## config.mk

```make
export PLATFORM = sky130hd
export DESIGN_NAME = scrolling_seven_segment_driver
export DESIGN_NICKNAME = d
export VERILOG_FILES = /design/src/rtl/sssd_pkg.sv /design/src/rtl/scrolling_seven_segment_driver.sv /design/src/rtl/sssd_text_store.sv /design/src/rtl/sssd_glyph.sv
export SDC_FILE = /design/constraint.sdc
export NUM_CORES = 1
export LEC_CHECK = 0
export BUFFER_PORTS_ARGS = -buffer_cell sky130_fd_sc_hd__buf_4
export CORE_MARGIN = 2
export CORE_UTILIZATION = 46
export CTS_CLUSTER_DIAMETER = 150
export DETAILED_ROUTE_END_ITERATION = 8
export PLACE_DENSITY = 0.72
export SKIP_CTS_REPAIR_TIMING = 1
export SYNTH_ARGS = -nofsm -noshare
export SYNTH_HDL_FRONTEND = slang
export SYNTH_SLANG_ARGS = --single-unit
export TNS_END_PERCENT = 5
```

## constraint.sdc

```tcl
create_clock -name clock -period 13.5 [get_ports clock]
set_input_delay 1.35 -clock clock [delete_from_list [all_inputs] [get_ports clock]]
set_output_delay 1.35 -clock clock [all_outputs]
set_load 0.02 [all_outputs]
```

## src/rtl/sssd_pkg.sv

```systemverilog
// ============================================================================
// Scrolling seven-segment driver package
// Shared constants, font table, result pin type and a helper function.
// ============================================================================
package sssd_pkg;

   // Default sizes handed to the top level's parameters.
   localparam int TEXT_LEN_DEFAULT   = 64;
   localparam int MAX_DIGITS_DEFAULT = 4;

   // The display has at most four digit positions; two in short mode.
   localparam int         DISPLAY_DIGITS = 4;
   localparam logic [2:0] DIGITS_SHORT   = 3'd2;

   // Positions past the end of the store that a window fill may look at.
   localparam int POS_MARGIN = 16;

   // Transaction opcodes.
   localparam logic OP_CHAR = 1'b0;
   localparam logic OP_TICK = 1'b1;

   // Configuration port.
   localparam int              CSR_INDEX_W      = 3;
   localparam int              CSR_DATA_W       = 16;
   localparam logic [2:0]      CSR_FOUR_DIGIT   = 3'd0;
   localparam logic [2:0]      CSR_COMMON_ANODE = 3'd1;
   localparam logic [2:0]      CSR_END_DWELL    = 3'd2;
   localparam logic [2:0]      CSR_START_DWELL  = 3'd3;
   localparam logic [2:0]      CSR_STEP_DWELL   = 3'd4;
   localparam logic [15:0]     END_DWELL_RESET   = 16'd2000;
   localparam logic [15:0]     START_DWELL_RESET = 16'd1000;
   localparam logic [15:0]     STEP_DWELL_RESET  = 16'd300;

   // Character codes.
   localparam logic [7:0] CHAR_NUL         = 8'h00;
   localparam logic [7:0] CHAR_DOT         = 8'h2E;
   localparam logic [7:0] CHAR_COMMA       = 8'h2C;
   localparam logic [7:0] CHAR_DEGREE      = 8'hB0;
   localparam logic [7:0] CHAR_FIRST_PRINT = 8'h20;
   localparam logic [7:0] CHAR_LAST_PRINT  = 8'h7F;

   // Segment patterns.
   localparam logic [7:0] SEG_DEGREE  = 8'h63;
   localparam logic [7:0] SEG_POINT   = 8'h80;
   localparam logic [7:0] SEG_UNKNOWN = 8'h08;
   localparam logic [7:0] SEG_BLANK   = 8'h00;

   // Digit 0 drives bit 3 of the digit pins.
   localparam logic [3:0] DIGIT0_ENABLE = 4'b1000;

   localparam int FONT_SIZE = 128 - 32;

   localparam logic [7:0] FONT [FONT_SIZE] = '{
      8'h00, 8'h86, 8'h22, 8'h08, 8'h08, 8'h08, 8'h08, 8'h02,
      8'h39, 8'h0f, 8'h08, 8'h46, 8'h80, 8'h40, 8'h80, 8'h08,
      8'h3f, 8'h06, 8'h5b, 8'h4f, 8'h66, 8'h6d, 8'h7d, 8'h07,
      8'h7f, 8'h6f, 8'h08, 8'h08, 8'h08, 8'h48, 8'h08, 8'h53,
      8'h08, 8'h77, 8'h7c, 8'h39, 8'h5e, 8'h79, 8'h71, 8'h3d,
      8'h76, 8'h06, 8'h0e, 8'h08, 8'h38, 8'h54, 8'h54, 8'h3f,
      8'h73, 8'h67, 8'h31, 8'h6d, 8'h78, 8'h3e, 8'h08, 8'h08,
      8'h08, 8'h6e, 8'h49, 8'h39, 8'h08, 8'h0f, 8'h01, 8'h08,
      8'h20, 8'h5f, 8'h7c, 8'h58, 8'h5e, 8'h7b, 8'h71, 8'h3d,
      8'h74, 8'h04, 8'h0c, 8'h08, 8'h30, 8'h08, 8'h54, 8'h5c,
      8'h73, 8'h67, 8'h50, 8'h6d, 8'h78, 8'h1c, 8'h08, 8'h08,
      8'h08, 8'h6e, 8'h49, 8'h39, 8'h30, 8'h0f, 8'h40, 8'h5d
   };

   // Segment and digit pins of one result, at pin polarity.
   typedef struct packed {
      logic [7:0] seg;
      logic [3:0] dig;
   } pins_type;

   // A period or a comma folds into the decimal point of a digit.
   function automatic logic is_dot(input logic [7:0] c);
      return (c == CHAR_DOT) || (c == CHAR_COMMA);
   endfunction

endpackage

```

## src/rtl/scrolling_seven_segment_driver.sv

```systemverilog
// ============================================================================
// Scrolling seven-segment driver
// Multiplexed two- or four-digit display driver with a scrolling text window
// kept in a text memory with separate write and read ports.
// ============================================================================
//
//   Channel   Direction  Handshake          Carries
//   req_      in         req_valid/stall    character write or time tick
//   rsp_      out        rsp_valid/stall    pins for one lit digit + window
//   csr_      in         csr_wr_en          register index and write data
//
// A character write without the last mark leaves the block idle; a tick that does not
// scroll passes through scan, dwell and emit before the next acceptance. A scrolling
// tick adds a step, a check of the new first character (none on a wrap to the start)
// and a refill reading one text entry per cycle; a last-mark write runs the refill and
// then a zero tick. Reset clears the text (via valid bits), the window, scan, dwell and
// start at once. A result waits in the output register while rsp_stall is high; only
// the final load of the next result waits on it.
//
module scrolling_seven_segment_driver #(
   parameter int TEXT_LEN   = sssd_pkg::TEXT_LEN_DEFAULT,
   parameter int MAX_DIGITS = sssd_pkg::MAX_DIGITS_DEFAULT
) (
   input  logic                             clock,
   input  logic                             reset,
   // Input transactions
   input  logic                             req_valid,
   output logic                             req_stall,
   input  logic                             req_opcode,
   input  logic [5:0]                       req_char_index,
   input  logic [7:0]                       req_char_value,
   input  logic                             req_last_char,
   input  logic [7:0]                       req_elapsed_ms,
   // Result transactions
   output logic                             rsp_valid,
   input  logic                             rsp_stall,
   output logic [7:0]                       rsp_segment_pins,
   output logic [3:0]                       rsp_digit_pins,
   output logic [1:0]                       rsp_digit_lit,
   output logic [5:0]                       rsp_window_start,
   output logic                             rsp_at_end,
   // Configuration writes
   input  logic                             csr_wr_en,
   input  logic [sssd_pkg::CSR_INDEX_W-1:0] csr_index,
   input  logic [sssd_pkg::CSR_DATA_W-1:0]  csr_wdata
);

   // Text positions need room past the store for the look-ahead of a fill.
   localparam int         POS_W       = $clog2(TEXT_LEN + sssd_pkg::POS_MARGIN);
   localparam logic [2:0] DIGITS_FULL = 3'((MAX_DIGITS > sssd_pkg::DISPLAY_DIGITS) ?
                                           sssd_pkg::DISPLAY_DIGITS : MAX_DIGITS);

   typedef enum logic [12:0] {
      S_IDLE       = 13'b0000000000001,
      S_SCAN       = 13'b0000000000010,
      S_DWELL      = 13'b0000000000100,
      S_ADV        = 13'b0000000001000,
      S_CHK_PREV   = 13'b0000000010000,
      S_CHK_CUR    = 13'b0000000100000,
      S_CHK_DONE   = 13'b0000001000000,
      S_FILL_PREV  = 13'b0000010000000,
      S_FILL_CUR   = 13'b0000100000000,
      S_FILL_NEXT  = 13'b0001000000000,
      S_FILL_DIGIT = 13'b0010000000000,
      S_FILL_TERM  = 13'b0100000000000,
      S_EMIT       = 13'b1000000000000
   } state_type;

   // ---------------------------------------------------------------------
   // Registers
   // ---------------------------------------------------------------------
   state_type          state_ff, state_in;
   logic               four_digit_ff;
   logic               common_anode_ff;
   logic [15:0]        end_dwell_ff, start_dwell_ff, step_dwell_ff;

   logic [1:0]         scan_ff, scan_in;
   logic [15:0]        dwell_ff, dwell_in;
   logic [POS_W-1:0]   start_ff, start_in;
   logic               end_ff, end_in;
   logic [7:0]         win_char_ff [sssd_pkg::DISPLAY_DIGITS];
   logic [7:0]         win_char_in [sssd_pkg::DISPLAY_DIGITS];
   logic [3:0]         win_point_ff, win_point_in;

   logic [7:0]         ms_ff, ms_in;
   logic               after_load_ff, after_load_in;
   logic               prev_dot_ff, prev_dot_in;
   logic [POS_W-1:0]   fill_pos_ff, fill_pos_in;
   logic [1:0]         fill_digit_ff, fill_digit_in;
   logic [7:0]         cur_char_ff, cur_char_in;
   sssd_pkg::pins_type res_pins_ff, res_pins_in;
   logic [1:0]         res_digit_ff, res_digit_in;

   logic               rsp_valid_ff, rsp_valid_in;
   sssd_pkg::pins_type rsp_pins_ff, rsp_pins_in;
   logic [1:0]         rsp_digit_ff, rsp_digit_in;
   logic [5:0]         rsp_start_ff, rsp_start_in;
   logic               rsp_end_ff, rsp_end_in;

   // ---------------------------------------------------------------------
   // Combinational helpers
   // ---------------------------------------------------------------------
   logic               req_fire;
   logic               store_wr;
   logic [POS_W-1:0]   rd_pos;
   logic [7:0]         rd_char;
   logic [2:0]         digit_total;
   logic [1:0]         scan_sel;
   logic [2:0]         scan_next;
   sssd_pkg::pins_type glyph_pins;
   logic [15:0]        dwell_move;
   logic               dwell_chosen;
   logic [7:0]         dig_char;
   logic               dig_point;
   logic               dig_skip;
   logic               dig_last;
   logic               rsp_free;
   state_type          post_fill;

   assign req_fire    = req_valid && !req_stall;
   assign req_stall   = (state_ff != S_IDLE);
   assign store_wr    = req_fire && (req_opcode == sssd_pkg::OP_CHAR);
   assign digit_total = four_digit_ff ? DIGITS_FULL : sssd_pkg::DIGITS_SHORT;
   assign rsp_free    = !rsp_valid_ff || !rsp_stall;
   assign post_fill   = after_load_ff ? S_SCAN : S_EMIT;

   // If the digit count shrank under the scan, the scan restarts at digit 0.
   assign scan_sel  = ({1'b0, scan_ff} >= digit_total) ? 2'd0 : scan_ff;
   assign scan_next = 3'(scan_sel) + 3'd1;

   sssd_text_store #(
      .TEXT_LEN (TEXT_LEN),
      .POS_W    (POS_W)
   ) u_store (
      .clock   (clock),
      .reset   (reset),
      .wr_en   (store_wr),
      .clear   (store_wr && (req_char_index == 6'd0)),
      .wr_pos  (POS_W'(req_char_index)),
      .wr_data (req_char_value),
      .rd_pos  (rd_pos),
      .rd_char (rd_char)
   );

   sssd_glyph u_glyph (
      .char_code (win_char_ff[scan_sel]),
      .point     (win_point_ff[scan_sel]),
      .digit     (scan_sel),
      .invert    (common_anode_ff),
      .pins      (glyph_pins)
   );

   // Read address for the store. Its read data is registered,
   // so each state names the entry that the following state consumes.
   always_comb begin
      case (state_ff)
         S_CHK_PREV,
         S_FILL_PREV:  rd_pos = start_ff - POS_W'(1);
         S_CHK_CUR:    rd_pos = start_ff;
         S_FILL_CUR:   rd_pos = fill_pos_ff;
         S_FILL_NEXT:  rd_pos = fill_pos_ff + POS_W'(1);
         S_FILL_DIGIT: rd_pos = fill_pos_ff + POS_W'(2);
         default:      rd_pos = start_ff;
      endcase
   end

   // Dwell branch selection: end hold, start hold, then the step hold.
   always_comb begin
      dwell_move   = 16'd0;
      dwell_chosen = 1'b0;
      if (end_ff && (dwell_ff >= end_dwell_ff)) begin
         dwell_move   = end_dwell_ff;
         dwell_chosen = 1'b1;
      end else if ((start_ff == '0) && (dwell_ff >= start_dwell_ff)) begin
         dwell_move   = start_dwell_ff;
         dwell_chosen = 1'b1;
      end else if ((start_ff != '0) && (dwell_ff >= step_dwell_ff) && !end_ff) begin
         dwell_move   = step_dwell_ff;
         dwell_chosen = 1'b1;
      end
   end

   // One window digit from the current character and the one after it
   // (rd_char in S_FILL_DIGIT). A dot after a character becomes its point;
   // a dot after a dotted digit stands alone with its point lit; a leading
   // dot is skipped. dig_skip means two text positions were consumed.
   always_comb begin
      dig_char  = cur_char_ff;
      dig_point = 1'b0;
      dig_skip  = 1'b0;
      if (sssd_pkg::is_dot(cur_char_ff)) begin
         if (prev_dot_ff) begin
            dig_char  = sssd_pkg::CHAR_DOT;
            dig_point = 1'b1;
         end else begin
            dig_char = rd_char;
            dig_skip = (rd_char != sssd_pkg::CHAR_NUL);
         end
      end else if (sssd_pkg::is_dot(rd_char)) begin
         dig_point = 1'b1;
         dig_skip  = 1'b1;
      end
      dig_last = ((3'(fill_digit_ff) + 3'd1) == digit_total);
   end

   // ---------------------------------------------------------------------
   // Sequencer
   // ---------------------------------------------------------------------
   always_comb begin
      state_in      = state_ff;
      scan_in       = scan_ff;
      dwell_in      = dwell_ff;
      start_in      = start_ff;
      end_in        = end_ff;
      win_char_in   = win_char_ff;
      win_point_in  = win_point_ff;
      ms_in         = ms_ff;
      after_load_in = after_load_ff;
      prev_dot_in   = prev_dot_ff;
      fill_pos_in   = fill_pos_ff;
      fill_digit_in = fill_digit_ff;
      cur_char_in   = cur_char_ff;
      res_pins_in   = res_pins_ff;
      res_digit_in  = res_digit_ff;
      rsp_valid_in  = rsp_valid_ff && rsp_stall;
      rsp_pins_in   = rsp_pins_ff;
      rsp_digit_in  = rsp_digit_ff;
      rsp_start_in  = rsp_start_ff;
      rsp_end_in    = rsp_end_ff;

      case (state_ff)
         S_IDLE: begin
            if (req_fire) begin
               if (req_opcode == sssd_pkg::OP_TICK) begin
                  ms_in         = req_elapsed_ms;
                  after_load_in = 1'b0;
                  state_in      = S_SCAN;
               end else if (req_last_char) begin
                  // Restart the scroll; the refill is followed by a zero tick.
                  start_in      = '0;
                  end_in        = 1'b0;
                  dwell_in      = 16'd0;
                  ms_in         = 8'd0;
                  after_load_in = 1'b1;
                  win_point_in  = '0;
                  for (int j = 0; j < sssd_pkg::DISPLAY_DIGITS; j++) begin
                     win_char_in[j] = sssd_pkg::CHAR_NUL;
                  end
                  state_in = S_FILL_PREV;
               end
            end
         end

         S_SCAN: begin
            res_pins_in  = glyph_pins;
            res_digit_in = scan_sel;
            scan_in      = (scan_next >= digit_total) ? 2'd0 : scan_next[1:0];
            dwell_in     = dwell_ff + 16'(ms_ff);
            state_in     = S_DWELL;
         end

         S_DWELL: begin
            if (dwell_chosen && (dwell_move != 16'd0)) begin
               dwell_in = dwell_ff - dwell_move;
               state_in = S_ADV;
            end else begin
               state_in = S_EMIT;
            end
         end

         S_ADV: begin
            if (end_ff) begin
               start_in = '0;
               end_in   = 1'b0;
               state_in = S_FILL_PREV;
            end else begin
               start_in = start_ff + POS_W'(1);
               state_in = S_CHK_PREV;
            end
         end

         S_CHK_PREV: begin
            state_in = S_CHK_CUR;
         end

         S_CHK_CUR: begin
            prev_dot_in = sssd_pkg::is_dot(rd_char);
            state_in    = S_CHK_DONE;
         end

         S_CHK_DONE: begin
            // A window never opens on a dot that belongs to a character.
            if (sssd_pkg::is_dot(rd_char) && !prev_dot_ff) begin
               start_in = start_ff + POS_W'(1);
            end
            state_in = S_FILL_PREV;
         end

         S_FILL_PREV: begin
            fill_pos_in   = start_ff;
            fill_digit_in = 2'd0;
            state_in      = S_FILL_CUR;
         end

         S_FILL_CUR: begin
            prev_dot_in = (start_ff != '0) && sssd_pkg::is_dot(rd_char);
            state_in    = S_FILL_NEXT;
         end

         S_FILL_NEXT: begin
            cur_char_in = rd_char;
            state_in    = S_FILL_DIGIT;
         end

         S_FILL_DIGIT: begin
            if (cur_char_ff == sssd_pkg::CHAR_NUL) begin
               // End of text: this digit and the rest of the window go blank.
               end_in = 1'b1;
               for (int j = 0; j < sssd_pkg::DISPLAY_DIGITS; j++) begin
                  if ((3'(j) >= 3'(fill_digit_ff)) && (3'(j) < digit_total)) begin
                     win_char_in[j]  = sssd_pkg::CHAR_NUL;
                     win_point_in[j] = 1'b0;
                  end
               end
               state_in = post_fill;
            end else begin
               win_char_in[fill_digit_ff]  = dig_char;
               win_point_in[fill_digit_ff] = dig_point;
               prev_dot_in                 = dig_point;
               fill_pos_in = fill_pos_ff + (dig_skip ? POS_W'(2) : POS_W'(1));
               if (!dig_skip) begin
                  // The look-ahead character becomes the current one.
                  cur_char_in = rd_char;
                  if (dig_last) begin
                     end_in   = (rd_char == sssd_pkg::CHAR_NUL);
                     state_in = post_fill;
                  end else begin
                     fill_digit_in = fill_digit_ff + 2'd1;
                     state_in      = S_FILL_DIGIT;
                  end
               end else if (dig_last) begin
                  state_in = S_FILL_TERM;
               end else begin
                  fill_digit_in = fill_digit_ff + 2'd1;
                  state_in      = S_FILL_NEXT;
               end
            end
         end

         S_FILL_TERM: begin
            if (rd_char == sssd_pkg::CHAR_NUL) begin
               end_in = 1'b1;
            end
            state_in = post_fill;
         end

         S_EMIT: begin
            if (rsp_free) begin
               rsp_valid_in = 1'b1;
               rsp_pins_in  = res_pins_ff;
               rsp_digit_in = res_digit_ff;
               rsp_start_in = 6'(start_ff);
               rsp_end_in   = end_ff;
               state_in     = S_IDLE;
            end
         end

         default: begin
            state_in = S_IDLE;
         end
      endcase
   end

   // Control state.
   always_ff @(posedge clock) begin
      if (reset) begin
         state_ff      <= S_IDLE;
         scan_ff       <= 2'd0;
         dwell_ff      <= 16'd0;
         start_ff      <= '0;
         end_ff        <= 1'b0;
         win_point_ff  <= '0;
         after_load_ff <= 1'b0;
         rsp_valid_ff  <= 1'b0;
         for (int j = 0; j < sssd_pkg::DISPLAY_DIGITS; j++) begin
            win_char_ff[j] <= sssd_pkg::CHAR_NUL;
         end
      end else begin
         state_ff      <= state_in;
         scan_ff       <= scan_in;
         dwell_ff      <= dwell_in;
         start_ff      <= start_in;
         end_ff        <= end_in;
         win_point_ff  <= win_point_in;
         after_load_ff <= after_load_in;
         rsp_valid_ff  <= rsp_valid_in;
         win_char_ff   <= win_char_in;
      end
   end

   // Working and result payload.
   always_ff @(posedge clock) begin
      ms_ff         <= ms_in;
      prev_dot_ff   <= prev_dot_in;
      fill_pos_ff   <= fill_pos_in;
      fill_digit_ff <= fill_digit_in;
      cur_char_ff   <= cur_char_in;
      res_pins_ff   <= res_pins_in;
      res_digit_ff  <= res_digit_in;
      rsp_pins_ff   <= rsp_pins_in;
      rsp_digit_ff  <= rsp_digit_in;
      rsp_start_ff  <= rsp_start_in;
      rsp_end_ff    <= rsp_end_in;
   end

   // Configuration registers.
   always_ff @(posedge clock) begin
      if (reset) begin
         four_digit_ff   <= 1'b1;
         common_anode_ff <= 1'b0;
         end_dwell_ff    <= sssd_pkg::END_DWELL_RESET;
         start_dwell_ff  <= sssd_pkg::START_DWELL_RESET;
         step_dwell_ff   <= sssd_pkg::STEP_DWELL_RESET;
      end else if (csr_wr_en) begin
         case (csr_index)
            sssd_pkg::CSR_FOUR_DIGIT:   four_digit_ff   <= csr_wdata[0];
            sssd_pkg::CSR_COMMON_ANODE: common_anode_ff <= csr_wdata[0];
            sssd_pkg::CSR_END_DWELL:    end_dwell_ff    <= csr_wdata;
            sssd_pkg::CSR_START_DWELL:  start_dwell_ff  <= csr_wdata;
            sssd_pkg::CSR_STEP_DWELL:   step_dwell_ff   <= csr_wdata;
            default: begin
            end
         endcase
      end
   end

   assign rsp_valid        = rsp_valid_ff;
   assign rsp_segment_pins = rsp_pins_ff.seg;
   assign rsp_digit_pins   = rsp_pins_ff.dig;
   assign rsp_digit_lit    = rsp_digit_ff;
   assign rsp_window_start = rsp_start_ff;
   assign rsp_at_end       = rsp_end_ff;

   // ---------------------------------------------------------------------
   // Assertions
   // ---------------------------------------------------------------------

   // An accepted tick always starts the sequencer, which then stalls further requests.
   a_tick_busy: assert property (@(posedge clock) disable iff (reset)
      (req_fire && (req_opcode == sssd_pkg::OP_TICK)) |=> req_stall)
      else $error("tick transaction did not start the sequencer");

   // The window fill never walks past the active digit count.
   a_fill_digit_range: assert property (@(posedge clock) disable iff (reset)
      (state_ff == S_FILL_DIGIT) |-> ({1'b0, fill_digit_ff} < digit_total))
      else $error("window fill digit beyond the digit count");

   // After the scan step the next digit to light is a valid one.
   a_scan_range: assert property (@(posedge clock) disable iff (reset)
      (state_ff == S_DWELL) |-> ({1'b0, scan_ff} < digit_total))
      else $error("scan digit beyond the digit count");

   // A result is loaded only from the emit step.
   a_emit_source: assert property (@(posedge clock) disable iff (reset)
      ($rose(rsp_valid_ff)) |-> ($past(state_ff) == S_EMIT))
      else $error("result loaded outside the emit step");

endmodule

```

## src/rtl/sssd_text_store.sv

```systemverilog
// ============================================================================
// Text store
// Character memory with separate write and read ports, per-entry valid bits and a
// registered, masked read; entries that were never written or lie past the end read zero.
// ============================================================================
module sssd_text_store #(
   parameter int TEXT_LEN = sssd_pkg::TEXT_LEN_DEFAULT,
   parameter int POS_W    = $clog2(TEXT_LEN + sssd_pkg::POS_MARGIN)
) (
   input  logic             clock,
   input  logic             reset,
   input  logic             wr_en,
   input  logic             clear,
   input  logic [POS_W-1:0] wr_pos,
   input  logic [7:0]       wr_data,
   input  logic [POS_W-1:0] rd_pos,
   output logic [7:0]       rd_char
);

   localparam int               ADDR_W = $clog2(TEXT_LEN);
   localparam logic [POS_W-1:0] LIMIT  = POS_W'(TEXT_LEN);

   logic [7:0]          mem [TEXT_LEN];
   logic [TEXT_LEN-1:0] valid_ff, valid_in;
   logic [7:0]          rd_data_ff;
   logic                rd_hit_ff;
   logic                wr_hit;
   logic [ADDR_W-1:0]   wr_addr;
   logic [ADDR_W-1:0]   rd_addr;

   assign wr_hit  = wr_en && (wr_pos < LIMIT);
   assign wr_addr = wr_pos[ADDR_W-1:0];
   assign rd_addr = rd_pos[ADDR_W-1:0];

   always_ff @(posedge clock) begin
      if (wr_hit) begin
         mem[wr_addr] <= wr_data;
      end
      rd_data_ff <= mem[rd_addr];
   end

   // A clear drops every entry; a write in the same cycle still lands.
   always_comb begin
      valid_in = clear ? '0 : valid_ff;
      if (wr_hit) begin
         valid_in[wr_addr] = 1'b1;
      end
   end

   always_ff @(posedge clock) begin
      if (reset) begin
         valid_ff  <= '0;
         rd_hit_ff <= 1'b0;
      end else begin
         valid_ff  <= valid_in;
         rd_hit_ff <= (rd_pos < LIMIT) && valid_ff[rd_addr];
      end
   end

   assign rd_char = rd_hit_ff ? rd_data_ff : sssd_pkg::CHAR_NUL;

endmodule

```

## src/rtl/sssd_glyph.sv

```systemverilog
// ============================================================================
// Glyph encoder
// Maps a character and point flag to segment pins and a digit to its enable,
// both at pin polarity.
// ============================================================================
module sssd_glyph (
   input  logic                 [7:0] char_code,
   input  logic                       point,
   input  logic                 [1:0] digit,
   input  logic                       invert,
   output sssd_pkg::pins_type         pins
);

   logic [6:0] font_idx;
   logic [7:0] shape;
   logic [7:0] seg;
   logic [3:0] dig;

   always_comb begin
      font_idx = 7'(char_code - sssd_pkg::CHAR_FIRST_PRINT);
      if (char_code == sssd_pkg::CHAR_DEGREE) begin
         shape = sssd_pkg::SEG_DEGREE;
      end else if (char_code == sssd_pkg::CHAR_NUL) begin
         shape = sssd_pkg::SEG_BLANK;
      end else if ((char_code < sssd_pkg::CHAR_FIRST_PRINT) ||
                   (char_code > sssd_pkg::CHAR_LAST_PRINT)) begin
         shape = sssd_pkg::SEG_UNKNOWN;
      end else begin
         shape = sssd_pkg::FONT[font_idx];
      end
      seg = shape | (point ? sssd_pkg::SEG_POINT : sssd_pkg::SEG_BLANK);
      dig = sssd_pkg::DIGIT0_ENABLE >> digit;
      pins.seg = invert ? ~seg : seg;
      pins.dig = invert ? ~dig : dig;
   end

endmodule
```

### After elaboration in Yosys (flattened, before gate mapping)

Memories as Yosys holds them, arrays and structs flattened. A register that Yosys moved wholly into a read port is not among the register bits.
Cells that the tools add are included.

* bits in read-only memories: 1024
* input port bits: 48
* word-level logic and storage cells: 300
* register bits after elaboration: 253
* bits in writable memories: 512
* output and inout port bits: 23
* memories: 2

Memory list
* (name not given): words 128, width 8, rd ports 1, clocked after Yosys merged registers in 0, write ports 0, line sssd_glyph.sv:29 `shape = sssd_pkg::FONT[font_idx];`
* u_store.mem: words 64, width 8, rd ports 1, clocked after Yosys merged registers in 1, write ports 1, line sssd_text_store.sv:23 `logic [7:0] mem [TEXT_LEN];`

* muxes and demuxes: 111
* $add $sub $neg: 11
* shifts and indexed selects: 1
* reductions and logical operators: 65
* eq/ne operators: 41
* bitwise logic cells: 8
* order comparisons: 26

Operators by type and width (count)
* 2-to-1 mux 8 bit: 22
* case mux 13 bit (13 select lines): 1
* 2-to-1 mux 32 bit: 4
* 2-to-1 mux 64 bit: 2
* 2-to-1 mux 13 bit: 9
* 2-to-1 mux 16 bit: 7
* OR 64 bit: 1
* case mux 32 bit (2 select lines): 1
* greater-or-equal comparator 16 bit: 3
* case mux 16 bit (3 select lines): 1
* 2-to-1 mux 7 bit: 6
* bitwise mux 32 bit: 1
* == test 8 x 6 -> 1 bit (second input constant): 4
* 2-to-1 mux 1 bit: 30
* AND reduction 5 bit: 6
* case mux 7 bit (4 select lines): 1
* logical NOT 8 bit: 3
* < comparator 6 x 7 -> 1 bit (second input constant): 3
* inequality test 3 bit (second input constant): 7
* case mux 7 bit (3 select lines): 1
* 2-to-1 mux 4 bit: 5
* inequality test 2 bit (second input constant): 10
* logical AND 1 bit: 19
* adder 16 x 8 -> 16 bit: 1
* other kinds (80): 115

### Depth between registers and ports, before layout

* word-level depth: 18
* depth in mapped cells: 24
* gate-level depth less buffers: 23

### By module

From an unflattened synthesis, not the netlist that was laid out.

* cell total of the unflattened synthesis: 2653
* area total of the unflattened synthesis: 34956.0 µm²

By module, submodules not included
* sssd_text_store: area each 22826.9 µm², cells an instance 1213, instances 1, seq. area each 16836.1 µm²
* scrolling_seven_segment_driver: area each 10704.0 µm², cells an instance 1229, instances 1, seq. area each 4374.2 µm²
* sssd_glyph: area each 1425.1 µm², cells an instance 211, instances 1, seq. area each 0.0 µm²

### Least setup slack after synthesis

Ideal clock, no wire load.

* path kind: reg2reg
* from: reg dwell_ff[0]
* to: reg dwell_ff[15]
* slack: 9.134 ns
* arrival: 4.244 ns
* stages on the path, launching flop included: 21
* buffers on the path: 1
* clock period less this slack: 4.366 ns
* data required time: 13.378 ns
* setup time: 0.122 ns
* cell sequence: dfxtp_1 inv_1 ha_1 nand2b_1 a2111oi_0 nor4_1 o21ai_0 clkbuf_1 a211o_1 a31oi_1 o21ai_0 ha_1 or3_1 o211ai_1 o22ai_1 o21ai_0 a21oi_1 a311oi_1 xnor2_1 nor4_1 a221o_1

* longest elaborated chain between the ends: 10
* elaborated cells between the ends (all ways): 21
* those cells by class: add/sub (2); order compare (3); eq/ne (1); mux (8); reduce/logical (7)

RTL lines
* start: declaration: line scrolling_seven_segment_driver.sv:78 `logic [15:0] dwell_ff, dwell_in;`
* start signal: assignment: line scrolling_seven_segment_driver.sv:391 `dwell_ff <= dwell_in;`
* parallel branches: the longest is 10 deep, another holds greater-or-equal comparator 16 bit

Several ways; the timed one is not identified. The select of a mux whose other input is x is not followed.
A chain may end at the register's enable or synchronous reset.

### Worst setup path in the final report

Same ends and word-level chain as after synthesis.

==> impl_metrics.json <==
{
  "status": "complete, but fails checks",
  "failed_checks": "DRC",
  "synthTopCellsByArea": "edfxtp_1 48%, dfxtp_1 11%, nand2_1 7.7%",
  "portBuffers": 70,
  "drt_first_pass_iters": 8,
  "setup_viol": 0,
  "ys_seq_area_share_pct": 59.0,
  "syn_area_per_cell_um2": 10.5,
  "final_util_pct": 51.8,
  "crit_arrival_ps": 5950,
  "peakVddDrop_uv": 124,
  "cts.clk_slew.worst_paths_ps": 60,
  "die_h_um": 283,
  "maxSlewViolCount": 0,
  "gr-usage-all-layers_pct": 22.2,
  "final_nets": 3519,
  "regToRegStartpoint": "dwell_ff[0]",
  "antenna_left": 0,
  "maxCapViolCount": 0,
  "root_buffer": "clkbuf_16",
  "yosysWarnings": 0,
  "instances_no_fill": 4488,
  "grt-ovfl-total": 0,
  "layout-drive-gt1-share_pct": 8.44,
  "synth-seq-cells": 773,
  "tns_ps": 0,
  "worstSetupPathType": "reg -> reg",
  "antenna_found_initial": 2,
  "r2r_cells": 21,
  "start_kind": "register",
  "p_total_mw": 5.38,
  "max-slew-margin-rel_pct": 21.8,
  "viasPerCell": 5.83,
  "clock_power_share_pct": 44.6,
  "ios": 71,
  "cts_made_buffers": 83,
  "synth_fp_nets": 3548,
  "die_area_um2": 80300,
  "min_to": "rsp_segment_pins[6]",
  "wl_met2_mm": 42.8,
  "wl_per_cell_um": 20.4,
  "net-switching-power_mw": 1.27,
  "clock_path_buffers": 3,
  "drc": 1,
  "rr_endpoint": "dwell_ff[15]",
  "initialDrtViolationCount": 3032,
  "power_density_nw_per_um2": 134,
  "cts_tree": "built",
  "grt_max_degree": 182,
  "syn_area_um2": 35900,
  "synth_cell_type_count": 86,
  "pwr-share-comb_pct": 7.5,
  "htreeDepth": 3,
  "dr_wl_met3_mm": 5.78,
  "synthesis.instances": 3406,
  "cp.required_ps": 14020,
  "p_leak_nw": 14.8,
  "hold_violations": 0,
  "ys_async_sr_fraction_pct": 0,
  "yosys.area.top_type": "edfxtp_1",
  "dp_hpwl_mm": 57.5,
  "die_w_um": 283,
  "row_count": 102,
  "fin_crit_ps": 5420,
  "grt_first_pass_wirelength_mm": 143,
  "met1Wirelength_mm": 40.8,
  "synth_edf_count": 573,
  "p_int_mw": 4.10,
  "fmax_mhz": 184,
  "synth_top_area_share_pct": 47.9,
  "cts.sinks": 773,
  "gp_congestion": 0.923,
  "area_delta_synth_final_pct": 11.5,
  "dp_cells": 4332,
  "synth_flop_cell": "edfxtp_1",
  "finClkSkew_ps": 43.5,
  "switching_share_pct": 23.7,
  "worst_setup_path_end_kind": "register",
  "worst-slew-pin-transition_ps": 1160,
  "hold_path.class": "reg -> reg",
  "path_max_fanout": 22,
  "clk_latency_ps": 650,
  "wl_mm": 91.5,
  "min_period_over_period_pct": 40.2,
  "min_path_cells": 0,
  "seq_power_share_pct": 47.9,
  "stdcell_area_um2": 40000,
  "reg2reg_slack_ps": 8080,
  "min_from": "res_pins_ff[10]",
  "topRoutingLayerUsed": "met4",
  "grt_pass1_vias": 24900,
  "rsz0062_at_grt": "false",
  "vias": 26200,
  "dpl_cell_area_um2": 37100,
  "core_area_um2": 77300,
  "start_util_pct": 46.4
}
-- cells by family (layout without fill, tap and decap cells) --
logic type	Yosys count	count (layout)	synth area share (%)
XOR/XNOR	48	48	1.17
adder cells (fa/ha/maj)	94	94	3.34
buffers and inverters	293	333	3.37
multiplexers	103	103	2.92
AND/OR/NAND/NOR	1418	1418	17.8
AO/OA/AOI/OAI	677	677	12.4
flip-flops	773	773	59.0
other	0	2	0
-- worst max path at each step --
| stage | startpoint | to | depth (start not counted) |
|---|---|---|---|
| after floorplan | dwell_ff[0] | dwell_ff[15] | 20 |
| after global placement | dwell_ff[0] | dwell_ff[14] | 22 |
| after detailed placement | end_dwell_ff[5] | dwell_ff[15] | 18 |
| after CTS | dwell_ff[5] | dwell_ff[15] | 17 |
| after global routing | end_dwell_ff[5] | dwell_ff[15] | 20 |
| final | dwell_ff[0] | dwell_ff[15] | 21 |
-- per-layer routing --
layer	vias up	GRT usage (%)
met5	-	0
met4	0	6.51
met3	152	3.33
met2	954	36.2
met1	12700	30.9
li1	12300	-
-- cells in the mapped netlist, drive strengths merged, types with 75 or more instances --
library cell,count
nand2,738
edfxtp,573
dfxtp,200
o21ai,106
inv,78
buf,75
clkbuf,137
mux2i,88
ha,91
a21oi,171
o211ai,81
nand3,112
nor2,279
-- flip-flops by register name (all words and copies together), names as in the netlist, 2 cells and up --
| signal | count |
|---|---|
| u_store.valid_ff | 64 |
| u_store.mem | 512 |
| res_digit_ff | 2 |
| start_dwell_ff | 16 |
| ms_ff | 8 |
| win_char_ff | 32 |
| u_store.rd_data_ff | 8 |
| fill_digit_ff | 2 |
| end_dwell_ff | 16 |
| start_ff | 7 |
| fill_pos_ff | 7 |
| rsp_digit_lit | 2 |
| rsp_window_start | 6 |
| scan_ff | 2 |
| res_pins_ff | 12 |
| rsp_segment_pins | 8 |
| dwell_ff | 16 |
| cur_char_ff | 8 |
| state_ff | 13 |
| step_dwell_ff | 16 |
| win_point_ff | 4 |
| rsp_digit_pins | 4 |
-- critical path, stage by stage, from the launching register on --
cell and delay (ps):
dfxtp_1 290, inv_1 200, ha_1 280, nand2b_1 150, a211oi_1 290, o211ai_1 140, nand4_1 430, and3_1 730
a31oi_1 340, nand2_1 140, and2_1 150, ha_1 220, nand2b_1 100, a21oi_1 110, o211ai_1 190, o22ai_1 120
o21ai_0 320, a21oi_1 160, a311oi_1 390, xnor2_1 180, nor4_1 70, a221o_1 320
-- layout make-up --
cell class	count	area (um2)
antenna	2	5.00
clock buffer	101	2220
clock inverter	53	683
fill	6761	37300
inverter	81	304
multi-input combinational	2340	13600
sequential	773	21200
tap	1040	1300
timing repair buffer	98	752
-- per-stage QoR --
step / hold WS (ps) / worst slack (ps)
after global placement: 400 / 8260
after floorplan: 400 / 9130
after global routing: 418 / 7630
final: 407 / 8080
after detailed placement: 405 / 8210
after CTS: 407 / 8170
-- power by group through the flow --
| stage | Sequential, mW | Combinational (mW) | Clock [mW] |
|---|---|---|---|
| final | 2.58 | 0.404 | 2.40 |
| after global routing | 2.58 | 0.445 | 2.51 |
| after CTS | 2.58 | 0.402 | 2.42 |
| after detailed placement | 2.63 | 0.400 | 0 |
| after global placement | 2.63 | 0.394 | 0 |
| after floorplan | 2.62 | 0.277 | 0 |
-- cells in the final DEF (no fill, tap or decap), drive strengths merged, types with 48 or more instances in the layout --
cell    count
a211oi     57
a21oi     171
a22oi      48
a31oi      72
and3       60
buf        98
clkbuf    101
dfxtp     200
edfxtp    573
ha         91
inv        81
mux2i      88
nand2     738
nand3     112
nor2      279
o211ai     81
o21ai     106
(Power assumes the default switching activity.)
